### src/cau_pkg.sv
// ----------------------------------------------------------------------------
// cau_pkg
// Shared types and constants for the complex arithmetic unit.
// ----------------------------------------------------------------------------
`default_nettype none

package cau_pkg;

    localparam int FRAC_BITS_DEF = 16;
    localparam int WORD_BITS_DEF = 32;
    localparam int PORT_W        = 32;  // fixed width of each operand field
    localparam int KIND_W        = 3;

    typedef enum logic [KIND_W-1:0] {
        KIND_ADD = 3'd0,
        KIND_SUB = 3'd1,
        KIND_MUL = 3'd2,
        KIND_DIV = 3'd3,
        KIND_INC = 3'd4
    } kind_t;

    // control bits that travel with each word through the pipeline
    typedef struct packed {
        logic valid;
        logic do_div;
        logic dz;
        logic neg_re;
        logic neg_im;
    } ctl_t;

endpackage

`default_nettype wire

### src/cau_sat.sv
// ----------------------------------------------------------------------------
// cau_sat
// Saturation to the signed word range and the output register.
// ----------------------------------------------------------------------------
`default_nettype none

module cau_sat #(
    parameter int WORD_BITS = 32
) (
    input  wire logic                        aclk,
    input  wire logic                        aresetn,
    input  wire logic                        en,
    input  cau_pkg::ctl_t                    in_ctl,
    input  wire logic                        in_big_re,
    input  wire logic                        in_big_im,
    input  wire logic [WORD_BITS:0]          in_q_re,
    input  wire logic [WORD_BITS:0]          in_q_im,
    output logic                             out_valid,
    output logic [cau_pkg::PORT_W-1:0]       out_re,
    output logic [cau_pkg::PORT_W-1:0]       out_im,
    output logic                             out_dz,
    output logic                             out_ovf
);
    import cau_pkg::*;

    localparam int W  = WORD_BITS;
    localparam int QB = WORD_BITS + 1;
    localparam logic [QB-1:0] LIM = QB'(1) << (W - 1);

    logic signed [W-1:0] re_w, im_w;
    logic                sat_re, sat_im;
    logic                valid_reg, dz_reg, ovf_reg;
    logic [PORT_W-1:0]   re_reg, im_reg;

    always_comb begin
        if (in_ctl.neg_re) begin
            sat_re = in_big_re || (in_q_re > LIM);
            re_w   = sat_re ? W'(-LIM) : W'(-in_q_re);
        end else begin
            sat_re = in_big_re || (in_q_re > LIM - QB'(1));
            re_w   = sat_re ? W'(LIM - QB'(1)) : W'(in_q_re);
        end
        if (in_ctl.neg_im) begin
            sat_im = in_big_im || (in_q_im > LIM);
            im_w   = sat_im ? W'(-LIM) : W'(-in_q_im);
        end else begin
            sat_im = in_big_im || (in_q_im > LIM - QB'(1));
            im_w   = sat_im ? W'(LIM - QB'(1)) : W'(in_q_im);
        end
    end

    always_ff @(posedge aclk) begin
        if (!aresetn) begin
            valid_reg <= 1'b0;
        end else if (en) begin
            valid_reg <= in_ctl.valid;
        end
        if (en) begin
            re_reg  <= PORT_W'(re_w);
            im_reg  <= PORT_W'(im_w);
            dz_reg  <= in_ctl.dz;
            ovf_reg <= sat_re || sat_im;
        end
    end

    assign out_valid = valid_reg;
    assign out_re    = re_reg;
    assign out_im    = im_reg;
    assign out_dz    = dz_reg;
    assign out_ovf   = ovf_reg;

endmodule

`default_nettype wire

### config.mk
export PLATFORM = sky130hd
export DESIGN_NAME = cau_sat
export DESIGN_NICKNAME = d
export VERILOG_FILES = /design/src/cau_pkg.sv /design/src/cau_sat.sv
export SDC_FILE = /design/constraint.sdc
export NUM_CORES = 1
export LEC_CHECK = 0
export BUFFER_PORTS_ARGS = -buffer_cell sky130_fd_sc_hd__buf_4
export CORE_UTILIZATION = 30
export DETAILED_ROUTE_END_ITERATION = 7
export PLACE_DENSITY = 0.47
export SYNTH_ARGS = -nofsm -noshare
export SYNTH_HDL_FRONTEND = slang
export SYNTH_SLANG_ARGS = --single-unit
### constraint.sdc
create_clock -name aclk -period 2.8 [get_ports aclk]
set_input_delay 0.14 -clock aclk [delete_from_list [all_inputs] [get_ports aclk]]
set_output_delay 0.14 -clock aclk [all_outputs]
set_load 0.005 [all_outputs]
Yosys cells after proc, flatten, opt, wreduce, memory -nomap -nowiden. Index checks and enable logic that the tools add are counted.

Output and inout bits: 67. Word-level logic and storage cells: 24. Bits in registers: 67. Input port bits: 76.

$add $sub $neg: 2. Magnitude comparators: 4. Muxes and demuxes: 8. Reductions and logical operators: 5.

Operators by type and width (number): $mux W32 (6); $gt A33 B31 Y1 const B (2); $gt A33 B32 Y1 const B (2); $neg A32 Y32 (2); $logic_or A1 B1 Y1 (5); $mux W1 (2).

Logic depth before layout (Yosys ltp). Gate-level depths: netlist of the first run.

Depth in word-level cells: 4. Mapped depth: 9. Depth with buffers taken out: 7.

Least setup slack after synthesis of the first run. Ideal clock, no wire load.

Path type: input to register. Start point: in in_q_re[0]. End point: reg re_reg[20] (netlist: out_re[20]), data pin. Data arrival time: 1.742 ns. Buffers on the path: 0. Required time: 2.541 ns. Stages: 7. Setup time: 0.259 ns. Slack: 0.800 ns. Path through: inv_1 > ha_1 > nor3b_2 > nand4_4 > or4_1 > nor3b_1 > a211o_1.

Cells in the longest elaborated chain, start to end: 4. Elaborated cells on any way between the ends: 8. Those cells by class: 1 x add/sub; 2 x order compare; 3 x mux; 2 x reduce/logical.

RTL lines: start: declaration (line cau_sat.sv:16) `input wire logic [WORD_BITS:0] in_q_re,`; $gt A33 B31 Y1 / $gt A33 B32 Y1 (equally long branches) (line cau_sat.sv:40, cau_sat.sv:37); $logic_or A1 B1 Y1 (on tied branches) (line cau_sat.sv:40, cau_sat.sv:37); $mux W32 (on tied branches) (line cau_sat.sv:41, cau_sat.sv:38); $mux W32 * (line cau_sat.sv:36) `if (in_ctl.neg_re) begin`; via re_w[20] (line cau_sat.sv:30) `logic signed [W-1:0] re_w, im_w;`; end signal: assignment (line cau_sat.sv:59) `re_reg <= PORT_W'(re_w);`; end: declaration (line cau_sat.sv:33) `logic [PORT_W-1:0] re_reg, im_reg;`.

Mark *: on every way through the listed nets, which the timed path passes. The rest lies on a longest branch. A chain may end at the register's enable or synchronous reset.

Worst setup path in the final report of the first run.
Start point: in in_q_re[0]. End point: reg re_reg[2] (netlist: out_re[2]), data pin.

Same word-level chain as after synthesis.

==> summary.txt, run 1 <==
Global routing
  • First-pass GRT wire length: 24400 um
  • Vias in the first global route: 4264
  • Global Route Usage Sum: 19.8%
  • Largest net degree at the start of global routing: 68
  • Initial antenna violation count: 0
  • Overflow after GRT: 0

Drt
  • DR vias: 4696
  • Final antenna-violating net count: 0
  • Vias/cell: 5.66
  • Average wire per standard cell: 19.5 um
  • Drt pass-1 iters: 7
  • Routed wire length: about 16000 um
  • Initial DRC count: around 370
  • DRC Markers: 0

Timing
  • Clock skew: 0 ns
  • Slew @ Worst Pin: 0.913 ns
  • Fin Hold WS: 0.0174 ns
  • Setup TNS: 0 ns
  • Final worst path period share: 75.8%
  • Final worst path period need: around 2.1 ns
  • Fmax: 471 MHz
  • Final Worst Setup Slack: 0.677 ns
  • RSZ-0062 raised after global routing: false
  • Endpoints failing setup: 0
  • Slew Viols, Final: 0
  • Rel. slew slack: 39.1%
  • Final Hold Fails: 0

Floorplan
  • I/O pin cnt: approximately 140
  • Die Span X: 128 um
  • Starting density of the core: 30.9%
  • Die Ht: 128 um
  • Row count: 45
  • DIE AREA: 16300 um2
  • Core ar.: between 15000 and 20000 um2

Worst setup path
  • CP bufs+invs: 3
  • Worst Path Arrival: roughly 2.2 ns
  • Critical-path cell list: buf_4, inv_1, ha_1, nor3b_2, and4_1, a31oi_2, buf_4, nor3_1, or3_1
  • Most frequent CP cell: buf_4
  • Max FO, Critical Path: 9
  • Kind of cell adding the most delay to the critical path: simple AND/OR/NAND/NOR gates
  • Worst EP required: between 2 and 3 ns
  • Worst Setup Start Kind: primary input
  • Critical path capture point type: flop
  • Largest stage delay, worst path: about 0.52 ns
  • Crit-path slowest cell: a31oi_2
  • Critical path class: in -> reg

Final layout
  • FILL cells: around 1.5k
  • Commonest cells after routing, fill and taps aside: buf_4, edfxtp_1, nor3_1, nor2_1, a211o_1
  • Share of cells above drive strength 1: 34.1%
  • Nets: 694
  • Ant. Diodes: 0
  • Area taken by flip-flops and latches: around 2000 um2
  • P&R area growth vs syn: 35.7%
  • Area of the multi-input gates: 2490 um2
  • Commonest non-fill, non-tap cell in the layout: buf_4

Place
  • RD Place Congestion: 0.827
  • Post-Place Worst Slack: ~0.37 ns
  • Final HPWL DP: 11400 um
  • Port Buffer Count: around 140

Clock tree
  • CTS tree: done
  • Root Buffer: clkbuf_16
  • CTS H-tree lvls: 3
  • Post-CTS Resized: 0
  • Clock Path Buffers: 2
  • CTS Hold Bufs: 1
  • CTS sink count: 67
  • Clock slew at reported path FFs: 0.06 ns
  • Clock Latency Late Sink: 0.34 ns
  • Total CTS buffers: 9
  • Post-CTS setup buffer count: 0

Logic synthesis
  • Yosys warns: 0
  • Synthesized cell area: 4730 um2
  • Top FF cell, synth: edfxtp_1
  • Asr flop ratio synth: 0%
  • Seq/Total Area, Yosys: between 40% and 50%
  • Yosys reg bits: 67
  • Synth cell types: 72
  • Syn Nets: ~550
  • Avg Cell Area, Syn: 10.1 um2
  • Number of synthesized flops with an enable pin: 66
  • Post-Syn Instances: around 470

Power and ir drop
  • Lkg Pwr: 2.40 nW
  • Worst VDD drop: 0.337 mV
  • Pwr/cell area: 508 nW/um2

Worst hold path
  • Min-delay worst type: in -> reg

Status
  • Status: complete, no violations

Job
  • Max-cap violations: 0
cells by family (layout without fill, tap and decap cells):
kind of cell / Yosys count / after routing / synth area share [%]
flip-flops: 67 / 67 / 42.3
multiplexers: 1 / 1 / 0.212
AO/OA/AOI/OAI: 143 / 143 / 23.8
buffers and inverters: 43 / 195 / 4.95
adder cells (fa/ha/maj): 4 / 4 / 1.06
XOR/XNOR: 1 / 1 / 0.185
AND/OR/NAND/NOR: 208 / 208 / 27.5
final cells by class:
type	count	share of cell area, %
clock buffers	9	3.51
well taps	211	4.11
multi-input cells	357	38.9
clock inverters	7	2.18
flip-flops and latches	67	31.2
inverters	14	0.819
repair buffers	165	19.3
sequential cells by signal (all words and copies together) (netlist names):
register / flops
out_re: 32
out_ovf: 1
out_dz: 1
out_valid: 1
out_im: 32
metrics by stage:
| step | utilization (%) | cells | power (W) | area (um2) |
|---|---|---|---|---|
| CTS | 41.9 | 830 | 0.00330 | 6420 |
| global placement | 39.5 | 813 | 0.00185 | 6040 |
| global route | 41.9 | 830 | 0.00339 | 6420 |
| floorplan | - | 467 | 0.00148 | 4730 |
| finish | 41.9 | 830 | 0.00326 | 6420 |
| detailed placement | 39.5 | 813 | 0.00185 | 6040 |
synth_stat cells (3+ instances only):
library cell	count	share of area, %
a311oi_1	5	0.93
buf_2	7	0.74
nand3_1	15	1.6
inv_1	14	1.1
and4_1	4	0.74
nor4_2	4	1.1
a31o_2	3	0.56
nand4b_1	5	0.93
o21a_1	4	0.63
nor3b_1	4	0.63
edfxtp_1	66	42
or2_2	3	0.40
a21o_1	11	1.7
nor3_1	45	4.8
a311o_1	3	0.63
a221o_1	3	0.63
nand4_1	20	2.6
nor3_2	3	0.63
nor2_1	31	2.5
a41o_1	3	0.63
or3_1	10	1.3
o41ai_1	3	0.56
a211o_1	29	5.4
nor2b_1	4	0.53
a31oi_1	5	0.66
o32a_1	4	0.85
o211ai_1	5	0.79
o21ai_0	18	1.9
o311ai_1	5	0.93
nor4_1	12	1.6
nand2_1	19	1.5
buf_6	6	1.4
ha_1	4	1.1
nor4_4	4	1.8
o31a_1	6	1.1
clkbuf_1	13	1.0
a21oi_1	15	1.6
or4_1	7	1.1
worst reg2reg max path: cells and delay by family, from the launching register on:
kind / cells / cell delay, ns
flops: 1 / 0.31
mux: 1 / 0.13
simple gates: 1 / 0.06
worst paths after layout:
path | endpoint | start | slack, ns | depth (start not counted)
setup reg to reg | out_valid | out_valid | 2.19 | 2
setup / recovery | out_re[2] | in_q_re[0] | 0.68 | 9
hold reg to reg | out_valid | out_valid | 0.54 | 2
hold / removal | out_valid | aresetn | 0.02 | 2
power by group:
part | switching [W] | total, W | leakage, nW | internal, W
clock | 0.000465 | 0.00142 | 0.173 | 0.000959
sequential | 0.0000320 | 0.00125 | 0.657 | 0.00121
combinational | 0.000308 | 0.000593 | 1.57 | 0.000285
metal layers:
layer	track usage, %	part of all wire (%)
met2	28.8	43
met1	28.5	48
met5	0	0
met3	4.73	6.8
met4	7.13	1.8
(Power assumes the default switching activity.)
==> run 2, diff against run 1 <==
Settings changed: PLACE_DENSITY 0.47 to 0.49.
Clock period 2.8 ns to 1.9 ns, I/O delays scaled along.
==> summary.txt, run 2 (synthesis results as in run 1) <==
Final layout
  • Util after Layout: 47.9% (+6.0 points)
  • Share of cells above drive strength 1: 44.4% (+10 points)
  • Commonest non-fill, non-tap cell in the layout: buf_4
  • Fin area: 7340 um2 (+14%)
  • Commonest cells after routing, fill and taps aside: buf_4, edfxtp_1, nor3_1, nor2_1, a211o_1
  • P&R area growth vs syn: 55.1%
  • Nets: 811 (+17%)
  • FILL cells: 1490 (-3.7%)
  • Ant. Diodes: 0 (unchanged)

Clock tree
  • CTS H-tree lvls: 3 (unchanged)
  • Total CTS buffers: 9 (unchanged)
  • Clock Path Buffers: 2 (unchanged)
  • Clock slew at reported path FFs: 0.06 ns (about the same)
  • CTS sink count: 67 (unchanged)
  • CTS tree: done
  • Root Buffer: clkbuf_16
  • Clock Latency Late Sink: 0.34 ns (about the same)

Worst setup path
  • Worst reg-to-reg setup slack: 1.31 ns (-0.88 ns)
  • CP bufs+invs: 3 (unchanged)
  • Worst EP required: 1.99 ns (-0.90 ns)
  • Worst Setup Start Kind: primary input
  • R2R depth: 2 (unchanged)
  • Critical register-to-register path startpoint: out_valid
  • Critical path capture point type: flop
  • Max FO, Critical Path: 7 (-2)
  • Crit-path slowest cell: or4_1
  • Most frequent CP cell: buf_4
  • RR Endpoint: out_valid
  • Worst Path Arrival: 1.88 ns (-0.33 ns)
  • Worst setup path startpoint: in_q_re[0]
  • Largest stage delay, worst path: 0.53 ns (about the same)
  • Critical path class: in -> reg
  • Kind of cell adding the most delay to the critical path: simple AND/OR/NAND/NOR gates
  • Critical-path cell list: buf_4, buf_4, ha_1, nand4b_1, or4_1, o21ai_2, buf_4, nor4_1, a211o_1

Power and ir drop
  • Internal power: 0.00360 W (+47%)
  • Switching Share: 25.2% (+0.55 points)
  • Logic pwr share: 21.4% (+3.2 points)
  • Lkg Pwr: 2.98 nW (+24%)
  • Net Switching: 0.00121 W (+51%)
  • Worst VDD drop: 0.388 mV (+15%)
  • Clock Power Share: 40.5% (-3.1 points)
  • Flop pwr share: 38.1% (about the same)
  • Overall power: 0.00482 W (+48%)
  • Pwr/cell area: 657 nW/um2 (+29%)

Worst hold path
  • Min-delay src: in_ctl[4]
  • Worst Hold End: out_valid
  • Min-delay worst type: in -> reg
  • Hold path depth: 3 (+1)

Place
  • Port Buffer Count: 141 (unchanged)
  • Area after DPL: 6940 um2 (+15%)
  • Final HPWL DP: 13200 um (+15%)
  • RD Place Congestion: 0.839 (+1.4%)
  • Post-Place Worst Slack: -0.413 ns (-0.779 ns)

Timing
  • Slew @ Worst Pin: 0.438 ns (-0.475 ns)
  • Final Worst Setup Slack: 0.106 ns (-0.571 ns)
  • Slew Viols, Final: 0 (unchanged)
  • RSZ-0062 raised after global routing: false
  • Clock skew: 0 ns (unchanged)
  • Fmax: 557 MHz
  • Fin Hold WS: 0.0209 ns (+0.00353 ns)
  • Final Hold Fails: 0 (unchanged)
  • Rel. slew slack: 70.8% (+32 points)
  • Final worst path period need: between 1.5 and 2 ns
  • Final worst path period share: a little over nine tenths
  • Endpoints failing setup: 0 (unchanged)

Status
  • Status: complete, no violations

Floorplan
  • Row count: 45 (unchanged)
  • Die Ht: 128 um (unchanged)
  • DIE AREA: 16300 um2 (unchanged)
  • Core ar.: 15300 um2 (unchanged)
  • Die Span X: 128 um (unchanged)
  • Starting density of the core: 30.9% (unchanged)
  • I/O pin cnt: 143 (unchanged)

Global routing
  • Overflow after GRT: 0 (unchanged)
  • Global Route Usage Sum: 21.6% (+1.8 points)
  • Vias in the first global route: 5047 (+18%)
  • Initial antenna violation count: 0 (unchanged)
  • Largest net degree at the start of global routing: 40 (-41%)
  • First-pass GRT wire length: 27000 um (+11%)

Drt
  • Routed wire length: 17400 um (+7.7%)
  • Drt pass-1 iters: 5 (-2)
  • Average wire per standard cell: 18.4 um (-5.6%)
  • Initial DRC count: 309 (-16%)
  • Final antenna-violating net count: 0 (unchanged)
  • Vias/cell: 5.46 (-3.6%)
  • DRC Markers: 0 (unchanged)
  • DR vias: 5166 (+10%)

Job
  • Max-cap violations: 0 (unchanged)
run 2: what timing repair did:
| item | CTS | global route |
|---|---|---|
| endpoints found under the setup margin | 1 | 1 |
| hold buffers | 2 | 0 |
| pin swaps | 1 | 0 |
| resized for setup | 0 | 1 |
| buffers inserted | 2 | 0 |
| endpoints found under the hold margin | 2 | 0 |
run 2: power groups by stage:
stage          registers [W]  clock network, W  logic (W)
6_report             0.00184           0.00195    0.00103
5_1_grt              0.00185           0.00206    0.00111
4_1_cts              0.00184           0.00200    0.00103
3_5_place_dp         0.00187                 0    0.00101
3_3_place_gp         0.00187                 0    0.00102
2_1_floorplan        0.00187                 0   0.000307
run 2: tightest hold or removal path, cell delays in order:
cell and delay [ns]:
buf_4 0.08, mux2i_1 0.05, nor2b_1 0.09
run 2: worst max path at each step:
stage	endpoint	slack, ns	depth (start not counted)
after floorplan	out_re[20]	-0.01	7
after global placement	out_re[11]	-0.27	9
final	out_re[28]	0.11	9
after global routing	out_re[11]	0.02	7
after detailed placement	out_re[11]	-0.41	7
after CTS	out_re[11]	0.08	8
run 2: final cells by class:
type | count | area (um2) | area share (%)
clock buffer | 9 | 225 | 3.07
clock inverter | 7 | 116 | 1.59
inverter | 14 | 52.6 | 0.716
multi-input combinational | 357 | 2520 | 34.3
sequential | 67 | 2000 | 27.3
tap | 211 | 264 | 3.60
timing repair buffer | 282 | 2160 | 29.4
run 2: routing by layer:
metal | vias to the layer above | part of all wire, % | global-route usage [%]
li1 | 2461 | - | -
met5 | - | 0 | 0
met1 | 2509 | 48 | 30.7
met3 | 19 | 6.3 | 4.15
met4 | 0 | 1.2 | 6.71
met2 | 177 | 45 | 32.9
run 2: stage by stage:
stage | TNS [ns] | instances
global route | 0 | 947
finish | 0 | 947
global placement | -7.67 | 927
CTS | 0 | 947
detailed placement | -8.51 | 927
floorplan | -0.0177 | 467
==> run 3, diff against run 2 <==
Settings changed: CORE_UTILIZATION 30 to 35, PLACE_DENSITY 0.49 to 0.56, REMOVE_ABC_BUFFERS set to 1, TNS_END_PERCENT set to 20.
==> summary.txt, run 3 (synthesis results as in run 1) <==
Global routing
  • Initial antenna violation count: 0 (unchanged)
  • First-pass GRT wire length: 25700 um (-4.8%)
  • Vias in the first global route: 4953 (-1.9%)
  • Largest net degree at the start of global routing: 47 (+18%)
  • Overflow after GRT: 0 (unchanged)
  • Global Route Usage Sum: 23.5% (+1.9 points)

Worst setup path
  • Worst Path Arrival: 2.01 ns (+0.13 ns)
  • Worst EP required: 2.12 ns (+0.13 ns)
  • Critical path class: in -> reg
  • Worst reg-to-reg setup slack: 1.30 ns (about the same)
  • Critical register-to-register path startpoint: out_valid
  • Max FO, Critical Path: 15 (+8)
  • Critical path capture point type: flop
  • Worst Setup Start Kind: primary input
  • RR Endpoint: out_valid
  • R2R depth: 2 (unchanged)

Drt
  • WL met1: 7060 um (-15%)
  • DR vias: 5071 (-1.8%)
  • Uppermost layer routed: met4
  • DRC Markers: 0 (unchanged)
  • Drt pass-1 iters: 5 (unchanged)
  • Final antenna-violating net count: 0 (unchanged)
  • DR WL met2: 7840 um (+0.78%)
  • Vias/cell: 5.70 (+4.4%)
  • Average wire per standard cell: 18.3 um (-0.50%)
  • Met3 wire len: 957 um (-12%)
  • Routed wire length: 16300 um (-6.5%)
  • Initial DRC count: 313 (+1.3%)

Final layout
  • Util after Layout: 53.1% (+5.1 points)
  • Commonest non-fill, non-tap cell in the layout: buf_4
  • Commonest cells after routing, fill and taps aside: buf_4, edfxtp_1, nor3_1, nor2_1, a211o_1
  • Nets: 790 (-2.6%)
  • Ant. Diodes: 0 (unchanged)
  • Area taken by flip-flops and latches: 2000 um2 (unchanged)
  • Area of the multi-input gates: 2490 um2 (-0.94%)
  • Share of cells above drive strength 1: 42.3% (-2.1 points)
  • Finished Layout Cells: 890 (-6.0%)
  • FILL cells: 1239 (-17%)
  • P&R area growth vs syn: 48.0%

Floorplan
  • DIE AREA: 14000 um2 (-14%)
  • Row count: 42 (-6.7%)
  • Die Span X: 118 um (-7.3%)
  • Core ar.: 13200 um2 (-14%)
  • Die Ht: 118 um (-7.3%)
  • Starting density of the core: 35.9% (+5.0 points)
  • I/O pin cnt: 143 (unchanged)

Timing
  • Slew @ Worst Pin: 0.605 ns (+0.167 ns)
  • Slew Viols, Final: 0 (unchanged)
  • Clock skew: 0 ns (unchanged)
  • RSZ-0062 raised after global routing: false
  • Rel. slew slack: 59.3% (-11 points)
  • Fmax: 558 MHz (+0.19%)
  • Final Hold Fails: 0 (unchanged)
  • Final Worst Setup Slack: 0.109 ns (+0.00334 ns)
  • Final worst path period share: 94.2% (-0.18 points)
  • Endpoints failing setup: 0 (unchanged)
  • Final worst path period need: 1.79 ns (-0.00334 ns)

Clock tree
  • Post-CTS setup buffer count: 0 (-2)
  • Root Buffer: clkbuf_16
  • Post-CTS Resized: 0 (unchanged)
  • Clock slew at reported path FFs: 0.06 ns (about the same)
  • CTS tree: done
  • Total CTS buffers: 9 (unchanged)
  • CTS H-tree lvls: 3 (unchanged)
  • Clock Latency Late Sink: 0.34 ns (about the same)
  • CTS sink count: 67 (unchanged)
  • Clock Path Buffers: 2 (unchanged)

Worst hold path
  • Worst Hold End: out_valid
  • Min-delay src: in_ctl[4]
  • Hold path depth: 3 (unchanged)
  • Min-delay worst type: in -> reg

Status
  • Status: complete, no violations

Power and ir drop
  • Pwr/cell area: 616 nW/um2 (-6.2%)
  • Worst VDD drop: 0.329 mV (-15%)
  • Lkg Pwr: 2.81 nW (-5.6%)
  • Overall power: 0.00431 W (-11%)

Place
  • Final HPWL DP: 12400 um (-5.7%)
  • RD Place Congestion: 0.903 (+7.6%)
  • Cell total after placement: 873 (-5.8%)
  • Port Buffer Count: 141 (unchanged)
  • Post-Place Worst Slack: -0.226 ns (+0.188 ns)

Job
  • Max-cap violations: 0 (unchanged)
==> run 3: cell types whose count changed in the layout (fill, tap and decap cells not counted), moves of 2 or more <==
| cell | change |
|---|---|
| buf_12 | -2 |
| bufinv_16 | -3 |
| buf_4 | -19 |
| clkinv_4 | -2 |
| clkbuf_1 | +3 |
==> run 3: cell type report <==
class                   instances  area share (%)
inverters                      14           0.751
clock buffers                  12            3.38
well taps                     176            3.15
clock inverters                 3           0.232
multi-input cells             357            35.6
flip-flops and latches         67            28.6
repair buffers                261            28.2
==> run 3: critical path: stages <==
cell and delay (ns):
buf_4 0.11, buf_4 0.14, ha_1 0.18, nand4b_1 0.17, or4_1 0.53, o21ai_2 0.20
and2_1 0.17, buf_4 0.23, o32a_1 0.18
==> run 3: stage by stage <==
| step | cell area, um2 | TNS, ns | hold WS (ns) |
|---|---|---|---|
| after floorplan | 4550 | -4.73 | 0.194 |
| after global placement | 6730 | -7.99 | 0.277 |
| after detailed placement | 6730 | -7.97 | 0.277 |
| after CTS | 7000 | 0 | 0.0155 |
| after global routing | 7000 | 0 | 0.0404 |
| final | 7000 | 0 | 0.0256 |
==> run 3: worst max path at each step <==
stage / start / end / slack [ns] / cells past startpoint
final: in_q_re[0] / out_re[23] / 0.11 / 9
after global routing: in_q_re[0] / out_re[26] / 0.006 / 9
after CTS: in_q_re[0] / out_re[26] / 0.12 / 9
after detailed placement: in_q_re[0] / out_re[26] / -0.23 / 9
after global placement: in_q_re[0] / out_re[23] / -0.21 / 9
after floorplan: in_q_re[0] / out_re[9] / -0.25 / 7
==> run 3: repair_timing <==
action                                  4_1_cts  5_1_grt
hold buffers                                  2        0
endpoints found under the setup margin        0        0
endpoints found under the hold margin         2        0
==> run 3: where the power goes <==
| part | leakage (nW) | internal (W) | switching, W | total, W |
|---|---|---|---|---|
| Clock | 0.120 | 0.000869 | 0.000621 | 0.00149 |
| Combinational | 2.04 | 0.000512 | 0.000470 | 0.000982 |
| Sequential | 0.657 | 0.00179 | 0.0000500 | 0.00184 |
==> run 3: layer usage <==
layer	vias to the layer above	GRT usage [%]
li1	2405	-
met1	2426	30.2
met2	207	38.2
met3	33	4.20
met4	0	11.3
met5	-	0
